File: config.mk
export PLATFORM = sky130hd
export DESIGN_NAME = pslt_ratio
export DESIGN_NICKNAME = d
export VERILOG_FILES = /design/src/hdl/pslt_pkg.sv /design/src/hdl/pslt_ratio.sv
export SDC_FILE = /design/constraint.sdc
export NUM_CORES = 1
export LEC_CHECK = 0
export ABC_AREA = 1
export CAP_MARGIN = 15
export CORE_ASPECT_RATIO = 0.6
export CORE_MARGIN = 2
export CORE_UTILIZATION = 24
export CTS_CLUSTER_DIAMETER = 50
export DETAILED_ROUTE_END_ITERATION = 16
export DONT_BUFFER_PORTS = 1
export PLACE_DENSITY = 0.48
export SYNTH_ARGS = -nofsm -noshare
export SYNTH_HDL_FRONTEND = slang
export SYNTH_SLANG_ARGS = --single-unit
File: constraint.sdc
create_clock -name clk -period 6.62 [get_ports clk]
set_input_delay 1.986 -clock clk [delete_from_list [all_inputs] [get_ports clk]]
set_output_delay 1.986 -clock clk [all_outputs]
set_load 0.01 [all_outputs]
File: src/hdl/pslt_pkg.sv
// ----------------------------------------------------------------------------
// Packet sequence loss tracker package
// Shared types and constants for the loss tracker and its serial ratio unit.
// ----------------------------------------------------------------------------
package pslt_pkg;

  // Default sizes handed to the top level.
  localparam int CHANNELS_DEFAULT     = 4;
  localparam int COUNTER_BITS_DEFAULT = 32;

  // Fixed field widths.
  localparam int PAIR_BITS    = 16;
  localparam int SEQ_BITS     = 8;
  localparam int QUOT_BITS    = 15;
  localparam int OUT_CNT_BITS = 32;
  localparam int REPORT_BITS  = 5;

  // Full scale of the loss figure: 100 percent in Q8.
  localparam logic [QUOT_BITS-1:0] PERCENT_SCALE = 15'd25600;

  // Command codes.
  localparam logic CMD_ACCOUNT = 1'b0;
  localparam logic CMD_RESET   = 1'b1;

  // One incoming transaction.
  typedef struct packed {
    logic                command;
    logic [1:0]          channel;
    logic [7:0]          system_id;
    logic [7:0]          component_id;
    logic [SEQ_BITS-1:0] sequence_req;
  } item_t;

  // One outgoing transaction.
  typedef struct packed {
    logic [7:0]              lost_in_gap;
    logic [OUT_CNT_BITS-1:0] received_total;
    logic [OUT_CNT_BITS-1:0] lost_total;
    logic [QUOT_BITS-1:0]    loss_percent_q8;
    logic                    report_due;
  } result_t;

  // Sequencer states of the top level.
  typedef enum logic [2:0] {
    ST_IDLE,
    ST_READ,
    ST_SUM,
    ST_DIV,
    ST_FINISH
  } state_t;

  // Status returned by the ratio unit.
  typedef struct packed {
    logic busy;
    logic done;
  } ratio_stat_t;

endpackage

File: src/hdl/pslt_ratio.sv
// ----------------------------------------------------------------------------
// Serial scaled ratio unit
// Computes floor(25600 * num / den) exactly, full scale for num >= den, one
// modular step per cycle, walking the scale bits out of a shift register.
// ----------------------------------------------------------------------------
module pslt_ratio #(
  parameter int SUM_W = pslt_pkg::COUNTER_BITS_DEFAULT + 1
) (
  input  logic                             clk,
  input  logic                             rst,
  input  logic                             start,
  input  logic [SUM_W-1:0]                 num,
  input  logic [SUM_W-1:0]                 den,
  output logic [pslt_pkg::QUOT_BITS-1:0]   quotient,
  output pslt_pkg::ratio_stat_t            stat
);

  localparam int QB    = pslt_pkg::QUOT_BITS;
  localparam int CNT_W = $clog2(QB);

  logic [SUM_W-1:0] rr;
  logic [SUM_W-1:0] r;
  logic [SUM_W-1:0] d;
  logic [QB-1:0]    q;
  logic [QB-1:0]    scale;
  logic [CNT_W-1:0] bit_cnt;
  logic             phase_b;
  logic             first;
  logic             busy;
  logic             done;

  logic [SUM_W-1:0] diff_a;
  logic [SUM_W-1:0] diff_b;
  logic             ge_a;
  logic             ge_b;
  logic             last_step;

  // Doubling step and add-numerator step, both taken modulo den.
  always_comb begin
    diff_a    = d - rr;
    diff_b    = d - r;
    ge_a      = (rr >= diff_a);
    ge_b      = (rr >= diff_b);
    last_step = phase_b || !scale[QB-1];
  end

  // Iteration over the scale bits, most significant first.
  // The done pulse is low while busy and rises only as busy falls.
  always_ff @(posedge clk) begin
    if (rst) begin
      busy    <= 1'b0;
      done    <= 1'b0;
      phase_b <= 1'b0;
      first   <= 1'b0;
      bit_cnt <= '0;
    end else begin
      if (start) begin
        rr      <= '0;
        r       <= num;
        d       <= den;
        q       <= '0;
        scale   <= pslt_pkg::PERCENT_SCALE;
        bit_cnt <= CNT_W'(QB - 1);
        phase_b <= 1'b0;
        first   <= 1'b1;
        busy    <= 1'b1;
        done    <= 1'b0;
      end else if (busy) begin
        first <= 1'b0;
        if (first && (r >= d)) begin
          // A ratio of one or more reads as full scale.
          q    <= pslt_pkg::PERCENT_SCALE;
          busy <= 1'b0;
          done <= 1'b1;
        end else begin
          if (!phase_b) begin
            q       <= {q[QB-2:0], ge_a};
            rr      <= ge_a ? (rr - diff_a) : (rr << 1);
            phase_b <= scale[QB-1];
          end else begin
            q       <= q + QB'(ge_b);
            rr      <= ge_b ? (rr - diff_b) : (rr + r);
            phase_b <= 1'b0;
          end
          if (last_step) begin
            scale <= scale << 1;
            if (bit_cnt == '0) begin
              busy <= 1'b0;
              done <= 1'b1;
            end else begin
              bit_cnt <= bit_cnt - CNT_W'(1);
            end
          end
        end
      end else begin
        done <= 1'b0;
      end
    end
  end

  assign quotient  = q;
  assign stat.busy = busy;
  assign stat.done = done;

endmodule

==> impl_metrics.py, run 1 <==
metrics = {
    "critical_path": {
        "crit_fanout": 6,
        "rr_worst_depth": 35,
        "crit_top_cell": "nand2_1",
        "crit_type": "flip-flop to flip-flop",
        "cp_top_family": "simple AND/OR/NAND/NOR gates",
        "cp_slowest_cell": "fa_1",
        "cp-end-kind": "flip-flop",
        "cp_num_buf_inv": 5,
        "arrival_ns": 6.05,
        "required_ns": 6.82,
        "slowest_delay_ns": 0.41,
        "start_kind": "flip-flop",
        "crit_cells": 35,
    },
    "die": {
        "die_width_um": 342,
        "core_um2": 68000,
        "rows": 74,
        "die_h_um": 207,
        "die_area_um2": 70800,
        "start_util_pct": 24.2,
        "io_pins": 86,
    },
    "final_layout": {
        "antenna_cells": 0,
        "final_area_um2": 18100,
        "final_nets": 2826,
        "layout-area-overhead-vs-synth_pct": 10.1,
        "finish.utilization_pct": 26.7,
        "drive_above_1_share_pct": 4.81,
    },
    "clock_tree": {
        "clock_path_buffers": 2,
        "htree_levels": 4,
        "cts.clk_slew.worst_paths_ns": 0.07,
        "ctsResizeCount": 0,
        "cts_inserted_buffers": 17,
        "cts_tree": "yes",
        "cts.sinks": 127,
        "clk_latency_ns": 0.47,
        "postCtsSetupBuffers": 0,
        "holdBufCountCts": 0,
        "cts_root_buffer": "clkbuf_16",
    },
    "synthesis": {
        "synth-seq-cells": 127,
        "synth_edf_count": 119,
        "synth_area_leaders": "edfxtp_1 22%, nand2_1 20%, ha_1 13%",
        "synth.yosys.seq_area_share_pct": 22.7,
        "ys_warn_count": 0,
        "muxShareOfSynthArea_pct": 0,
        "syn_nets": 2824,
        "synth_top_family_by_area": "simple AND/OR/NAND/NOR gates",
        "synth_compound_area_share_pct": 13.4,
        "synthAdderAreaFrac_pct": 13.3,
        "yosys_most_used_dff": "edfxtp_1",
        "synth_simple_gate_area_share_pct": 34.7,
        "postSynthAreaPerCell_um2": 6.37,
        "yosysUniqueCellTypes": 58,
        "yosysTopAreaCellShare_pct": 21.7,
        "yosys.area.top_type": "edfxtp_1",
        "syn_inst": 2583,
        "synth_area_um2": 16500,
        "synthArstFlopShare_pct": 0,
        "synth-xor-area-share_pct": 5.69,
    },
    "global_route": {
        "grt_pass1_vias": 15200,
        "antenna_found_initial": 0,
        "grt_max_degree": 58,
        "grt_overflow": 0,
        "grt_usage_pct": 19.1,
        "grt_pass1_wl_um": 98700,
    },
    "timing": {
        "post-route-min-period_ns": 5.85,
        "finalWorstSetupSlack_ns": 0.765,
        "rsz0062_at_grt": "false",
        "fmax_mhz": 171,
        "worst_pin_slew_ns": 0.887,
        "finalMaxSlewViolations": 0,
        "finalClockSkew_ns": 0.0217,
        "final_hold_viol_count": 0,
        "hold_ws_ns": 0.493,
        "relSlewSlack_pct": 40.8,
        "setup_tns_ns": 0,
        "fin_crit_sh_pct": 88.4,
        "setup_violations": 0,
    },
    "place": {
        "place.gp.congestion": 0.960,
        "portBuffers": 0,
        "dpl.hpwl_um": 57900,
        "post_dp_cell_area_um2": 17500,
        "dpl_worst_slack_ns": 0.834,
    },
    "min_path": {
        "min_path_type": "flip-flop to flip-flop",
        "min_path_cells": 2,
    },
    "routing": {
        "first_pass_iters": 6,
        "viasPerCell": 4.77,
        "drt_iter0_drc": 1921,
        "remaining_drc_errors": 0,
        "drtAntennaViolNets": 0,
        "drt-wirelength-per-cell_um": 19.3,
        "vias": 16700,
        "wl_um": 67900,
    },
    "flow_run": {
        "maxCapViolCount": 0,
    },
    "power": {
        "vdd_drop_max_mv": 0.244,
        "leakage_nw": 9.03,
        "power.density_nw_per_um2": 444,
    },
    "run_status": {
        "status": "finished, final reports clean",
    },
}
-- cell usage after synthesis, types with 17 or more instances --
master and number:
inv_1 382, xnor2_1 52, nand3_1 153, nand3b_1 18, nand2_2 21, nand2_1 859
nor2_1 240, a21oi_2 19, o21ai_0 92, ha_1 167, xor2_1 55, nand4_1 22
a21oi_1 190, nor3_1 20, edfxtp_1 119, o21bai_1 17
-- where the power goes --
part / internal, mW / leakage, nW / total, mW / switching [mW]
combinational: 1.80 / 7.53 / 5.72 / 3.92
clock: 0.607 / 0.302 / 1.06 / 0.457
sequential: 1.03 / 1.20 / 1.25 / 0.227
-- flip-flops by register name, indices dropped and copies added (netlist names) --
register / flops
phase_b: 1
first: 1
scale: 5
quotient: 15
done: 1
rr: 33
busy: 1
r: 33
bit_cnt: 4
d: 33
-- cells in the final DEF, fill, tap and decap left out, types with 8 or more instances in the layout --
| cell | n |
|---|---|
| a21oi_2 | 19 |
| nand3_1 | 153 |
| clkbuf_16 | 17 |
| nand2_2 | 21 |
| edfxtp_1 | 119 |
| xor2_1 | 55 |
| a21oi_1 | 190 |
| o21ai_0 | 92 |
| o21ai_1 | 8 |
| a21o_1 | 14 |
| a31oi_1 | 13 |
| nor2_2 | 10 |
| buf_4 | 14 |
| o21bai_1 | 17 |
| xnor2_1 | 52 |
| nor3_1 | 20 |
| nand3b_1 | 18 |
| inv_1 | 382 |
| nand2_1 | 859 |
| nand4_1 | 22 |
| nand3_2 | 11 |
| nor2_1 | 239 |
| ha_1 | 167 |
-- worst reg2reg max path, delay by kind of cell (launching register included) --
kind,cells,cell delay (ns)
adders and majority gates,5,1.33
buffers and inverters,5,0.55
and+or+nand+nor,19,2.10
AOI/OAI and AO/OA,6,1.23
DFF,1,0.39
-- through the flow --
stage	std cells	power (mW)
after floorplan	2583	5.15
after global placement	3478	6.83
after detailed placement	3478	6.78
after CTS	3510	7.89
after global routing	3510	8.72
final	3510	8.04
-- cells by family (layout without fill, tap and decap cells) --
| group | after synthesis | count (layout) |
|---|---|---|
| compound gates | 387 | 387 |
| xor+xnor | 107 | 107 |
| fa+ha+maj | 172 | 172 |
| buf+inv | 418 | 433 |
| flops | 127 | 127 |
| simple gates | 1372 | 1372 |
-- final cells by class --
class / instances / area (um^2)
clock buffers: 18 / 429
clock inverters: 14 / 193
fillers: 7703 / 49800
inverters: 387 / 1450
multi-input cells: 2038 / 11100
flip-flops and latches: 127 / 3730
well taps: 912 / 1140
repair buffers: 14 / 105
-- path summary, 6_finish.rpt --
path | startpoint | end | slack (ns)
worst max-delay path | d[0] | quotient[10] | 0.77
worst min-delay path | first | first | 0.49
worst max register to register | d[0] | quotient[10] | 0.77
worst min register to register | first | first | 0.49
-- per-layer routing --
metal	up-vias	wire, um	track usage (%)	part of all wire (%)
li1	8403	-	-	-
met1	7680	36500	31.0	54
met2	636	23000	23.2	34
met3	20	7920	6.72	12
met4	2	401	2.38	0.59
met5	-	99	1.01	0.15
Note: power is estimated with default switching activity, not from simulation.
==> run 2: changes to the inputs <==
--- a/config.mk
+++ b/config.mk
@@ -6,14 +6,14 @@
 export NUM_CORES = 1
 export LEC_CHECK = 0
 export ABC_AREA = 1
+export BUFFER_PORTS_ARGS = -buffer_cell sky130_fd_sc_hd__buf_2
 export CAP_MARGIN = 15
 export CORE_ASPECT_RATIO = 0.6
 export CORE_MARGIN = 2
 export CORE_UTILIZATION = 24
 export CTS_CLUSTER_DIAMETER = 50
 export DETAILED_ROUTE_END_ITERATION = 16
-export DONT_BUFFER_PORTS = 1
-export PLACE_DENSITY = 0.48
+export PLACE_DENSITY = 0.49
 export SYNTH_ARGS = -nofsm -noshare
 export SYNTH_HDL_FRONTEND = slang
 export SYNTH_SLANG_ARGS = --single-unit
==> impl_metrics.py, run 2 (same netlist as run 1, synthesis figures left out) <==
metrics = {
    "critical_path": {
        "start_kind": "flip-flop",
        "cp_slowest_cell": "edfxtp_1",
        "arrival_ns": 6.11,
        "rrSetupSlack_ns": 0.71,
        "timing.rr.start": "d[0]",
        "cp_num_buf_inv": 5,
        "cp-end-kind": "flip-flop",
        "crit_type": "flip-flop to flip-flop",
        "slowest_delay_ns": 0.41,
        "r2r_end": "quotient[14]",
        "cp_top_family": "simple AND/OR/NAND/NOR gates",
        "critPathLaunch": "d[0]",
        "required_ns": 6.82,
        "crit_top_cell": "nand2_1",
        "rr_worst_depth": 37,
        "crit_fanout": 6,
        "crit_cells": 37,
    },
    "routing": {
        "viasPerCell": 4.73,
        "drtAntennaViolNets": 0,
        "wl_um": 67900,
        "remaining_drc_errors": 0,
        "first_pass_iters": 6,
        "drt_iter0_drc": 2009,
        "drt-wirelength-per-cell_um": 18.9,
        "vias": 17000,
    },
    "timing": {
        "setup_violations": 0,
        "finalWorstSetupSlack_ns": 0.707,
        "fin_crit_sh_pct": 89.3,
        "post-route-min-period_ns": 5.91,
        "final_hold_viol_count": 0,
        "relSlewSlack_pct": 39.5,
        "fmax_mhz": 169,
        "rsz0062_at_grt": "false",
        "setup_tns_ns": 0,
        "finalMaxSlewViolations": 0,
        "finalClockSkew_ns": 0.0180,
        "worst_pin_slew_ns": 0.907,
    },
    "die": {
        "die_area_um2": 70800,
        "die_h_um": 207,
        "core_um2": 68000,
        "die_width_um": 342,
        "rows": 74,
        "io_pins": 86,
        "start_util_pct": 24.2,
    },
    "clock_tree": {
        "cts_inserted_buffers": 17,
        "cts.clk_slew.worst_paths_ns": 0.07,
        "postCtsSetupBuffers": 0,
        "clk_latency_ns": 0.49,
        "cts.sinks": 127,
        "htree_levels": 4,
        "clock_path_buffers": 2,
        "holdBufCountCts": 0,
        "ctsResizeCount": 0,
        "cts_root_buffer": "clkbuf_16",
        "cts_tree": "yes",
    },
    "power": {
        "power.density_nw_per_um2": 431,
        "seqPwrFrac_pct": 15.4,
        "p_int_mw": 3.35,
        "vdd_drop_max_mv": 0.192,
        "combPwrFrac_pct": 72.7,
        "p_clk_share_pct": 12.0,
        "switching_share_pct": 58.0,
        "leakage_nw": 9.36,
        "p_sw_mw": 4.63,
    },
    "min_path": {
        "hp-start": "done",
        "whs_endpoint": "done",
        "min_path_type": "flip-flop to flip-flop",
        "min_path_cells": 2,
    },
    "global_route": {
        "grt_max_degree": 57,
        "grt_pass1_wl_um": 98800,
        "grt_pass1_vias": 15500,
        "antenna_found_initial": 0,
        "grt_overflow": 0,
        "grt_usage_pct": 19.2,
    },
    "place": {
        "dp_cells": 3567,
        "dpl.hpwl_um": 58000,
        "place.gp.congestion": 0.971,
        "portBuffers": 85,
        "dpl_worst_slack_ns": 0.824,
    },
    "final_layout": {
        "layout.cells.non_filler": 3599,
        "finish.utilization_pct": 27.2,
        "antenna_cells": 0,
        "layout_common_cells": "859 x nand2_1, 382 x inv_1, 239 x nor2_1",
        "layout-area-overhead-vs-synth_pct": 12.5,
        "final_nets": 2915,
        "final_common_cell": "nand2_1",
        "drive_above_1_share_pct": 8.00,
        "largestRegisters": "d: 33 flops, r: 33 flops, rr: 33 flops",
        "fillCellCount": 7734,
    },
    "run_status": {
        "status": "finished, final reports clean",
    },
    "flow_run": {
        "maxCapViolCount": 0,
    },
}
==> run 2: power by group through the flow <==
| stage | Combinational [mW] | Clock [mW] | Sequential, mW |
|---|---|---|---|
| global route | 6.43 | 1.01 | 1.22 |
| floorplan | 4.03 | 0 | 1.11 |
| global placement | 5.65 | 0 | 1.22 |
| detailed placement | 5.60 | 0 | 1.22 |
| CTS | 5.64 | 0.988 | 1.20 |
| finish | 5.81 | 0.955 | 1.23 |
==> run 2: worst max path at each step <==
stage | to | slack (ns)
finish | quotient[14] | 0.71
global route | quotient[14] | 0.07
CTS | quotient[14] | 0.78
detailed placement | quotient[14] | 0.82
global placement | quotient[14] | 0.90
floorplan | busy | 0.92
==> run 2: metrics by stage <==
stage / instance area [um^2] / total power [mW] / hold WS (ns)
final: 18500 / 7.99 / 0.479
after global routing: 18500 / 8.66 / 0.520
after CTS: 18500 / 7.83 / 0.488
after detailed placement: 18000 / 6.82 / 0.462
after global placement: 18000 / 6.87 / 0.481
after floorplan: 16500 / 5.15 / 0.443
==> run 2: per-layer routing <==
layer | GRT usage, % | vias to the layer above | share of wire [%]
met4 | 3.23 | 0 | 0.76
met5 | 0 | - | 0
met1 | 31.0 | 7714 | 53
met3 | 7.07 | 23 | 13
met2 | 22.9 | 690 | 33
li1 | - | 8581 | -
==> run 2: tightest hold or removal path, stage by stage, from the launching register on <==
cell and delay, ns:
dfxtp_1 0.32, o21ai_0 0.08, inv_1 0.05
==> run 2: layout make-up <==
type                    count  area, um^2  area share (%)
clock buffers              17         425            2.30
clock inverters            15         136           0.737
inverters                 387        1450            7.85
multi-input cells        2038       11100            59.8
flip-flops and latches    127        3730            20.2
well taps                 912        1140            6.16
repair buffers            103         561            3.03
